$ cat config.mk
export PLATFORM = sky130hd
export DESIGN_NAME = ordered_list_engine_unit
export DESIGN_NICKNAME = d
export VERILOG_FILES = /design/src/design/olist_pkg.sv /design/src/design/olist_cell.sv /design/src/design/ordered_list_engine_unit.sv
export SDC_FILE = /design/constraint.sdc
export NUM_CORES = 2
export LEC_CHECK = 0
export BUFFER_PORTS_ARGS = -buffer_cell sky130_fd_sc_hd__buf_2
export CORE_ASPECT_RATIO = 1.5
export CORE_UTILIZATION = 69
export DETAILED_ROUTE_END_ITERATION = 7
export GPL_TIMING_DRIVEN = 0
export PLACE_DENSITY = 0.89
export SLEW_MARGIN = 20
export SYNTH_ARGS = -nofsm -noshare
export SYNTH_HDL_FRONTEND = slang
export SYNTH_SLANG_ARGS = --single-unit
$ cat constraint.sdc
create_clock -name clk -period 8.8 [get_ports clk]
set_input_delay 0.44 -clock clk [delete_from_list [all_inputs] [get_ports clk]]
set_output_delay 0.44 -clock clk [all_outputs]
set_load 0.01 [all_outputs]
$ cat src/design/olist_pkg.sv
// Shared request and status codes and the cell control bundle for the ordered list engine.
`default_nettype none

package olist_pkg;

    // Request kinds
    localparam logic [2:0] REQ_PUSH_FRONT = 3'd0;
    localparam logic [2:0] REQ_PUSH_BACK  = 3'd1;
    localparam logic [2:0] REQ_POP_FRONT  = 3'd2;
    localparam logic [2:0] REQ_POP_BACK   = 3'd3;
    localparam logic [2:0] REQ_INSERT     = 3'd4;
    localparam logic [2:0] REQ_SEARCH     = 3'd5;

    // Result status codes
    localparam logic [1:0] ST_OK     = 2'd0;
    localparam logic [1:0] ST_EMPTY  = 2'd1;
    localparam logic [1:0] ST_FULL   = 2'd2;
    localparam logic [1:0] ST_BADPOS = 2'd3;

    // Match bits examined per cycle while scanning for the first hit
    localparam int SCAN_LANES = 8;

    // Found index reported when nothing matches or for non-search requests
    localparam logic [4:0] FOUND_NONE = 5'b11111;

    // Operation broadcast to every cell of the chain
    typedef struct packed {
        logic insert;      // open a gap at the insert position and load the word
        logic shift_left;  // every cell takes its right neighbour (pop front)
        logic search;      // every cell compares its word with the key
    } cell_ctrl_t;

endpackage

`default_nettype wire

$ cat src/design/olist_cell.sv
// One list cell: holds one word, shifts with its neighbours and compares against the key.
`default_nettype none

module olist_cell
    import olist_pkg::*;
#(
    parameter int IDX   = 0,
    parameter int CNT_W = 5
)
(
    input  wire logic               clk,
    input  wire cell_ctrl_t         ctrl,
    input  wire logic [CNT_W-1:0]   ins_pos,
    input  wire logic [31:0]        key,
    input  wire logic [31:0]        left_data,
    input  wire logic [31:0]        right_data,
    output logic [31:0]             data,
    output logic                    match
);

    localparam logic [CNT_W-1:0] IDX_C = CNT_W'(IDX);

    logic [31:0] data_reg;
    logic        match_reg;

    // Load, shift right behind the insert point, or shift left on pop front
    always_ff @(posedge clk)
    begin
        if (ctrl.insert)
        begin
            if (IDX_C == ins_pos)
                data_reg <= key;
            else if (IDX_C > ins_pos)
                data_reg <= left_data;
        end
        else if (ctrl.shift_left)
        begin
            data_reg <= right_data;
        end
    end

    // Capture the compare result for the scan that follows
    always_ff @(posedge clk)
    begin
        if (ctrl.search)
            match_reg <= (data_reg == key);
    end

    assign data  = data_reg;
    assign match = match_reg;

endmodule

`default_nettype wire

$ cat src/design/ordered_list_engine_unit.sv
// Top level of the ordered list engine: request decode, cell chain and first-match scan.
//
// Usage: a request (req_type, value, position) is taken at a rising edge where start
// is high and busy is low. Each request gives exactly one result (status, found_index,
// entry_count), shown for one cycle with done high; the receiver cannot stall it.
// Push, pop and insert requests act on all cells in parallel at the accepting edge:
// done follows one cycle later and busy stays low, so a new request may be taken in
// every cycle. A search registers one compare bit per cell at the accepting edge, then
// walks the match bits 8 per cycle, stopping at the first hit, with busy high while
// the match bits are walked; done is registered when the walk ends. How far the walk
// goes depends on where the first hit lies. Reset clears the entry count and the
// control state; the stored words are undefined until written and are never reported.
`default_nettype none

module ordered_list_engine_unit
    import olist_pkg::*;
#(
    parameter int CAPACITY = 16
)
(
    input  wire logic               clk,
    input  wire logic               rst_n,
    input  wire logic               start,
    output logic                    busy,
    input  wire logic [2:0]         req_type,
    input  wire logic signed [31:0] value,
    input  wire logic [4:0]         position,
    output logic                    done,
    output logic [1:0]              status,
    output logic signed [4:0]       found_index,
    output logic [4:0]              entry_count
);

    localparam int CNT_W  = $clog2(CAPACITY + 1);
    localparam int PCMP_W = (CNT_W > 5) ? CNT_W : 5;
    localparam int NCH    = (CAPACITY + SCAN_LANES - 1) / SCAN_LANES;
    localparam int CH_W   = (NCH > 1) ? $clog2(NCH) : 1;
    localparam int OFF_W  = $clog2(SCAN_LANES);

    localparam logic ST_IDLE = 1'b0;
    localparam logic ST_SCAN = 1'b1;

    logic                 state_reg, state_next;
    logic [CNT_W-1:0]     count_reg, count_next;
    logic [CH_W-1:0]      chunk_reg, chunk_next;
    logic                 done_reg, done_next;
    logic [1:0]           status_reg, status_next;
    logic [4:0]           found_reg, found_next;
    logic [4:0]           cnt_out_reg, cnt_out_next;

    cell_ctrl_t           ctrl;
    logic [CNT_W-1:0]     ins_pos;
    logic                 accept;
    logic                 full;
    logic                 empty;
    logic [PCMP_W-1:0]    pos_ext;
    logic [PCMP_W-1:0]    cnt_ext;
    logic [31:0]          cnt_wide;

    logic [31:0]          cell_data [CAPACITY];
    logic [CAPACITY-1:0]  match_vec;
    logic [NCH*SCAN_LANES-1:0] hit_vec;
    logic [SCAN_LANES-1:0] lane_bits;
    logic                 lane_hit;
    logic [OFF_W-1:0]     lane_off;
    logic [31:0]          hit_wide;

    assign busy    = (state_reg == ST_SCAN);
    assign accept  = start && !busy;
    assign full    = (count_reg == CNT_W'(CAPACITY));
    assign empty   = (count_reg == '0);
    assign pos_ext = PCMP_W'(position);
    assign cnt_ext = PCMP_W'(count_reg);

    // Cell chain
    for (genvar i = 0; i < CAPACITY; i++)
    begin : g_cell
        logic [31:0] left_d;
        logic [31:0] right_d;

        if (i == 0)
        begin : g_first
            assign left_d = cell_data[i];
        end
        else
        begin : g_mid_l
            assign left_d = cell_data[i-1];
        end

        if (i == CAPACITY - 1)
        begin : g_last
            assign right_d = cell_data[i];
        end
        else
        begin : g_mid_r
            assign right_d = cell_data[i+1];
        end

        olist_cell #(
            .IDX   (i),
            .CNT_W (CNT_W)
        ) u_cell (
            .clk        (clk),
            .ctrl       (ctrl),
            .ins_pos    (ins_pos),
            .key        (value),
            .left_data  (left_d),
            .right_data (right_d),
            .data       (cell_data[i]),
            .match      (match_vec[i])
        );

        // Only occupied cells take part in the scan
        assign hit_vec[i] = match_vec[i] && (CNT_W'(i) < count_reg);
    end

    for (genvar j = CAPACITY; j < NCH * SCAN_LANES; j++)
    begin : g_pad
        assign hit_vec[j] = 1'b0;
    end

    // Pick the lowest set bit of the current chunk
    assign lane_bits = hit_vec[chunk_reg * SCAN_LANES +: SCAN_LANES];

    always_comb
    begin
        lane_hit = 1'b0;
        lane_off = '0;
        for (int k = SCAN_LANES - 1; k >= 0; k--)
        begin
            if (lane_bits[k])
            begin
                lane_hit = 1'b1;
                lane_off = OFF_W'(k);
            end
        end
    end

    assign hit_wide = 32'(chunk_reg) * 32'(SCAN_LANES) + 32'(lane_off);
    assign cnt_wide = 32'(count_next);

    // Decode the transaction and sequence the scan
    always_comb
    begin
        state_next   = state_reg;
        count_next   = count_reg;
        chunk_next   = chunk_reg;
        done_next    = 1'b0;
        status_next  = status_reg;
        found_next   = found_reg;
        cnt_out_next = cnt_out_reg;
        ctrl         = '0;
        ins_pos      = '0;

        unique case (state_reg)
            ST_IDLE:
            begin
                if (accept)
                begin
                    status_next = ST_OK;
                    found_next  = FOUND_NONE;
                    done_next   = 1'b1;
                    case (req_type)
                        REQ_PUSH_FRONT, REQ_PUSH_BACK:
                        begin
                            if (full)
                            begin
                                status_next = ST_FULL;
                            end
                            else
                            begin
                                ctrl.insert = 1'b1;
                                ins_pos     = (req_type == REQ_PUSH_BACK) ? count_reg : '0;
                                count_next  = count_reg + CNT_W'(1);
                            end
                        end
                        REQ_POP_FRONT:
                        begin
                            if (empty)
                            begin
                                status_next = ST_EMPTY;
                            end
                            else
                            begin
                                ctrl.shift_left = 1'b1;
                                count_next      = count_reg - CNT_W'(1);
                            end
                        end
                        REQ_POP_BACK:
                        begin
                            if (empty)
                                status_next = ST_EMPTY;
                            else
                                count_next = count_reg - CNT_W'(1);
                        end
                        REQ_INSERT:
                        begin
                            if (full)
                            begin
                                status_next = ST_FULL;
                            end
                            else if (pos_ext > cnt_ext)
                            begin
                                status_next = ST_BADPOS;
                            end
                            else
                            begin
                                ctrl.insert = 1'b1;
                                ins_pos     = pos_ext[CNT_W-1:0];
                                count_next  = count_reg + CNT_W'(1);
                            end
                        end
                        REQ_SEARCH:
                        begin
                            ctrl.search = 1'b1;
                            done_next   = 1'b0;
                            chunk_next  = '0;
                            state_next  = ST_SCAN;
                        end
                        default:
                        begin
                        end
                    endcase
                    cnt_out_next = cnt_wide[4:0];
                end
            end
            ST_SCAN:
            begin
                if (lane_hit)
                begin
                    found_next = hit_wide[4:0];
                    done_next  = 1'b1;
                    state_next = ST_IDLE;
                end
                else if (chunk_reg == CH_W'(NCH - 1))
                begin
                    found_next = FOUND_NONE;
                    done_next  = 1'b1;
                    state_next = ST_IDLE;
                end
                else
                begin
                    chunk_next = chunk_reg + CH_W'(1);
                end
            end
            default:
            begin
                state_next = ST_IDLE;
            end
        endcase
    end

    // Control state
    always_ff @(posedge clk or negedge rst_n)
    begin
        if (!rst_n)
        begin
            state_reg <= ST_IDLE;
            count_reg <= '0;
            chunk_reg <= '0;
            done_reg  <= 1'b0;
        end
        else
        begin
            state_reg <= state_next;
            count_reg <= count_next;
            chunk_reg <= chunk_next;
            done_reg  <= done_next;
        end
    end

    // Result payload
    always_ff @(posedge clk)
    begin
        status_reg  <= status_next;
        found_reg   <= found_next;
        cnt_out_reg <= cnt_out_next;
    end

    assign done        = done_reg;
    assign status      = status_reg;
    assign found_index = found_reg;
    assign entry_count = cnt_out_reg;

    // Checks
    a_count_bound: assert property (@(posedge clk) disable iff (!rst_n)
        count_reg <= CNT_W'(CAPACITY))
        else $error("entry count above capacity");

    a_scan_count_hold: assert property (@(posedge clk) disable iff (!rst_n)
        (state_reg == ST_SCAN) |=> $stable(count_reg))
        else $error("entry count moved during a search");

    a_error_no_change: assert property (@(posedge clk) disable iff (!rst_n)
        (done_reg && status_reg != ST_OK) |-> (count_reg == $past(count_reg)))
        else $error("failed transaction changed the entry count");

    a_found_on_ok: assert property (@(posedge clk) disable iff (!rst_n)
        (done_reg && found_reg != FOUND_NONE) |-> (status_reg == ST_OK))
        else $error("match index reported with an error status");

    a_scan_done: assert property (@(posedge clk) disable iff (!rst_n)
        ((state_reg == ST_SCAN) && (state_next == ST_IDLE)) |=> done_reg)
        else $error("search ended without a result");

endmodule

`default_nettype wire

==> results.txt, run 1 <==
----------------------------------------------------
[GRT]
  Vias in the first global route ... 34,200
  Total track usage ... 0.746
  First-pass GRT wire length ... 268 mm
  Total congestion overflow ... 611
  Pin count of the biggest net entering global routing ... 33

[Floorplanning]
  I/O pins ... 57
  Die Y ... 271 um
  Starting Density ... 0.699
  Cell row count ... 98
  Die outline width ... 182 um

[Synth]
  EDFF count, synth ... 540
  Most frequent cell after synthesis ... edfxtp_1
  Synth Instances ... 3,216
  Post-synthesis async set-or-reset flop share ... 0.0146
  Number of different library cells in the post-synthesis netlist ... 63
  Portion of synthesized cell area occupied by the leading cell type ... 0.486
  Number of warnings reported in the yosys synthesis log ... 0
  Number of synthesized register bits ... 548
  Ys flop type ... edfxtp_1
  Biggest area contributors in the synthesized netlist ... edfxtp_1 (49%), xor2_1 (13%), o211ai_1 (11%)
  Sequential fraction of the synthesis area ... 0.492
  Average size of a mapped cell ... 10.4 um^2
  Biggest area consumer among synthesized cells ... edfxtp_1
  Post-synth design cell area ... 33,400 um^2
  Most common library cells after synthesis ... edfxtp_1 (540), xor2_1 (512), o211ai_1 (483)
  Net count after synthesis ... 3,267

[Status]
  Terminating stage of the flow ... 5_1_grt
  Halt Reason ... [ERROR GRT-0116] Global routing finished with congestion. Check the congestion regions in the DRC Viewer.
  Run status ... aborted with a tool error

[Placement]
  Number of cells in the design after placement ... 3,865
  Number of buffer cells added on primary ports ... 24
  Setup slack at placement ... 3.48 ns
  Post-detailed-placement half-perimeter wirelength ... 121 mm
  Last weighted congestion value of the routability-driven placer ... 1.27

[Clock network]
  Cell at the root of the clock tree ... clkbuf_16
  Clock buffer depth ... 3
  Level count of the clock H-tree ... 2
  Gates resized, CTS repair ... 0
  Num CTS Buffers ... 52
  CTS Sinks ... 548

----------------------------------------------------
==> what timing repair did <==
item	in CTS
endpoints found under the hold margin	8
setup buffers	0
hold buffers	1
==> per-layer routing <==
| layer | track usage | overflow |
|---|---|---|
| met2 | 0.954 | 385 |
| met1 | 0.766 | 1 |
| met4 | 0.752 | 221 |
| met5 | 0.176 | 0 |
| met3 | 0.518 | 4 |
==> through the flow <==
stage / area (um^2) / setup TNS (ns)
2_1_floorplan: 33400 / 0
3_3_place_gp: 34200 / -15.25
3_5_place_dp: 34800 / 0
4_1_cts: 36500 / 0
==> cells by family after synthesis <==
kind of cell,after synthesis,synth area share
and+or+nand+nor,1107,0.165
AOI/OAI and AO/OA,659,0.153
DFF,548,0.492
xor gates and xnor gates,513,0.135
buffers and inverters,343,0.0394
muxes,35,0.0118
adders and majority gates,11,0.00390
==> run 2, diff against run 1 <==
--- a/config.mk
+++ b/config.mk
@@ -6,11 +6,10 @@
 export NUM_CORES = 2
 export LEC_CHECK = 0
 export BUFFER_PORTS_ARGS = -buffer_cell sky130_fd_sc_hd__buf_2
-export CORE_ASPECT_RATIO = 1.5
-export CORE_UTILIZATION = 69
+export CORE_UTILIZATION = 40
 export DETAILED_ROUTE_END_ITERATION = 7
 export GPL_TIMING_DRIVEN = 0
-export PLACE_DENSITY = 0.89
+export PLACE_DENSITY_LB_ADDON = 0.15
 export SLEW_MARGIN = 20
 export SYNTH_ARGS = -nofsm -noshare
 export SYNTH_HDL_FRONTEND = slang
==> results.txt, run 2 <==
----------------------------------------------------
[Synth]
  Net count after synthesis ... 3,267 (unchanged)
  Number of different library cells in the post-synthesis netlist ... 63 (unchanged)
  EDFF count, synth ... 540 (unchanged)
  Post-synthesis async set-or-reset flop share ... 0.0146 (unchanged)
  Average size of a mapped cell ... 10.4 um^2 (unchanged)
  Portion of synthesized cell area occupied by the leading cell type ... 0.486 (unchanged)
  Sequential fraction of the synthesis area ... 0.492 (unchanged)
  Ys flop type ... edfxtp_1
  Most frequent cell after synthesis ... edfxtp_1
  Biggest area contributors in the synthesized netlist ... edfxtp_1 (49%), xor2_1 (13%), o211ai_1 (11%)
  Number of warnings reported in the yosys synthesis log ... 0 (unchanged)
  Biggest area consumer among synthesized cells ... edfxtp_1
  Post-synth design cell area ... 33,400 um^2 (unchanged)
  Synth Instances ... 3,216 (unchanged)
  Number of synthesized register bits ... 548 (unchanged)
  Most common library cells after synthesis ... edfxtp_1 (540), xor2_1 (512), o211ai_1 (483)

[Detailed routing]
  First drt pass iteration count ... 7
  Number of violations reported at the end of detailed-routing iteration 0 ... 6,124
  Total wirelength of the detailed-routed design ... 207 mm
  Total number of vias ... 32,300
  Routed length per placed instance ... 45.8 um
  Post-DRT Antenna Nets ... 0
  Remaining DRCs ... 0
  Per-cell via count in the routed design ... 7.15

[Cells and area]
  Max reg flops ... 512
  Combined area of the multi-input logic cells ... 15,800 um^2
  Area grow syn2layout ... 16.0%
  Commonest cells after routing, fill and taps aside ... edfxtp_1 (540), xor2_1 (512), o211ai_1 (483), nand2_1 (475), nand3_1 (236)
  Flip-flop and latch area ... 16,400 um^2
  Number of fill cells ... 7,854
  Most common library cell in the layout ignoring fill and taps ... edfxtp_1
  Fraction of final layout cells with drive strength greater than 1 ... 0.100
  Design Area, Final ... 38,700 um^2
  Number of nets in the final layout ... 3,431

[STA]
  Total count of hold-check failures in the final report ... 0
  Setup repair after global routing missed its margin ... false
  Fmax ... 0.167 GHz
  Worst slew pin tran ... 1.33 ns
  Fin crit period ... 5.97 ns
  Max transition margin ... 0.114
  Final clock skew ... 0.0278 ns
  Final period util ... 0.679
  Summed negative setup slack over all endpoints ... 0 ns
  Final setup violation count ... 0
  Fin. max-slew vios ... 0

[Worst hold path]
  Worst hold path type ... in -> async

[Setup path]
  Nature of the critical path endpoint ... flip-flop
  CP delay by family, top ... buffers and inverters
  Data required time of the worst path ... 9.24 ns
  Slowest cell on crit path ... clkbuf_1
  Worst R2R Setup Slack ... 2.83 ns
  Cell-by-cell listing of the critical path ... buf_2 > clkbuf_1 > inv_1 > ha_1 > and3_1 > o21ai_1 > a21o_1 > a31o_2 > nand2_1 > clkbuf_1 > clkbuf_1 > buf_6 > clkbuf_1 > nand2_1 > o211ai_1
  Endpoint arrival time on the critical path ... 6.41 ns
  Crit Path Class ... reg -> reg
  Worst path buffer plus inverter count ... 7
  Cell repeated most along the worst path ... clkbuf_1
  Category of the worst setup path launch point ... flip-flop
  Biggest fanout along the worst timing path ... 10
  Worst stage delay on the critical path ... 1.01 ns

[Clock network]
  Clock insertion delay at the later pin of the skew report ... 0.64 ns
  Clock buffer depth ... 3 (unchanged)
  Level count of the clock H-tree ... 3 (+1)
  CTS Sinks ... 548 (unchanged)
  CTS tree ... done
  Num CTS Buffers ... 71 (+37%)
  CTS clock-pin slew for the worst setup and hold paths ... 0.06 ns
  Cell at the root of the clock tree ... clkbuf_16

[Floorplanning]
  Starting Density ... 0.406 (-0.294)
  Total core area ... 82,200 um^2
  Die outline width ... 291 um (+60%)
  Die Y ... 291 um (+7.2%)
  Area of the die ... 84,600 um^2
  Cell row count ... 105 (+7.1%)
  I/O pins ... 57 (unchanged)

[Placement]
  Post-detailed-placement half-perimeter wirelength ... 155 mm (+28%)
  Last weighted congestion value of the routability-driven placer ... 1.06 (-17%)
  Number of buffer cells added on primary ports ... 24 (unchanged)
  Area of placed instances ... 36,500 um^2 (+5.0%)

[GRT]
  Total congestion overflow ... 0
  Total track usage ... 0.479
  First-pass GRT wire length ... 273 mm
  Pin count of the biggest net entering global routing ... 31
  Vias in the first global route ... 30,800
  Antenna violations before repair ... 30

[Flow run]
  Count of maximum capacitance violations ... 0

[Power]
  Peak VDD IR ... 0.122 mV
  Leakage power ... 13.5 nW
  Power per standard cell area ... 220 nW/um^2
  Overall power of the completed layout ... 8.51 mW

[Status]
  Run status ... finished, final reports clean

----------------------------------------------------
==> run 2: cell counts after synthesis <==
Identical to the previous run, type by type.
==> run 2: layout make-up <==
cell class / instances / share of cell area
Antenna cell: 12 / 0.000776
Buffer: 331 / 0.0357
Clock buffer: 90 / 0.0494
Clock inverter: 32 / 0.00582
Inverter: 12 / 0.00116
Multi-Input combinational cell: 2325 / 0.408
Sequential cell: 548 / 0.424
Tap cell: 1070 / 0.0346
Timing Repair Buffer: 91 / 0.0400
==> run 2: what timing repair did <==
item | 4_1_cts | 5_1_grt
endpoints found under the hold margin | 8 | 0
gates resized for setup | 0 | 0
setup endpoints to repair | 0 | 0
hold buffers | 1 | 0
buffers inserted | 0 | 0
==> run 2: path summary, 6_finish.rpt <==
path,from,to,cells past startpoint
min,rst_n,cnt_ext[1],2
max reg2reg,cnt_ext[2],g_cell[12].u_cell.data[31],15
max in group asynchronous,rst_n,busy,2
max,cnt_ext[2],g_cell[12].u_cell.data[31],15
min in group clk,req_type[0],status[1],2
min reg2reg,g_cell[1].u_cell.data[16],g_cell[0].u_cell.data[16],2
==> run 2: routing by layer <==
layer	wire [um]	GRT usage	vias up
met3	29500	0.185	811
met4	18500	0.357	34
met1	74000	0.590	16000
met5	234	0	-
met2	84400	0.677	2882
li1	-	-	12600
==> run 2: cells by family after synthesis <==
kind of cell | after synthesis | synth area share
adder cells (fa/ha/maj) | 11 | 0.00390
buffers and inverters | 343 | 0.0394
AO/OA/AOI/OAI | 659 | 0.153
XOR/XNOR | 513 | 0.135
AND/OR/NAND/NOR | 1107 | 0.165
flip-flops | 548 | 0.492
multiplexers | 35 | 0.0118
==> run 2: where the power goes <==
part / total, mW / leakage (nW) / internal [mW] / switching, mW
combinational: 2.01 / 7.33 / 0.625 / 1.38
clock: 2.86 / 1.04 / 1.59 / 1.27
sequential: 3.64 / 5.12 / 3.28 / 0.360
total: 8.51 / 13.5 / 5.50 / 3.01
==> run 2: through the flow <==
step / setup slack, ns / util / hold slack [ns] / std cells
2_1_floorplan: 2.78 / - / 0.144 / 3216
3_3_place_gp: 0.174 / 0.423 / 0.298 / 4310
3_5_place_dp: 3.02 / 0.444 / 0.305 / 4375
4_1_cts: 2.97 / 0.470 / 0.190 / 4498
5_1_grt: 2.86 / 0.470 / 0.231 / 4499
6_report: 2.83 / 0.470 / 0.183 / 4511
Power figures use the tool's default switching activity.
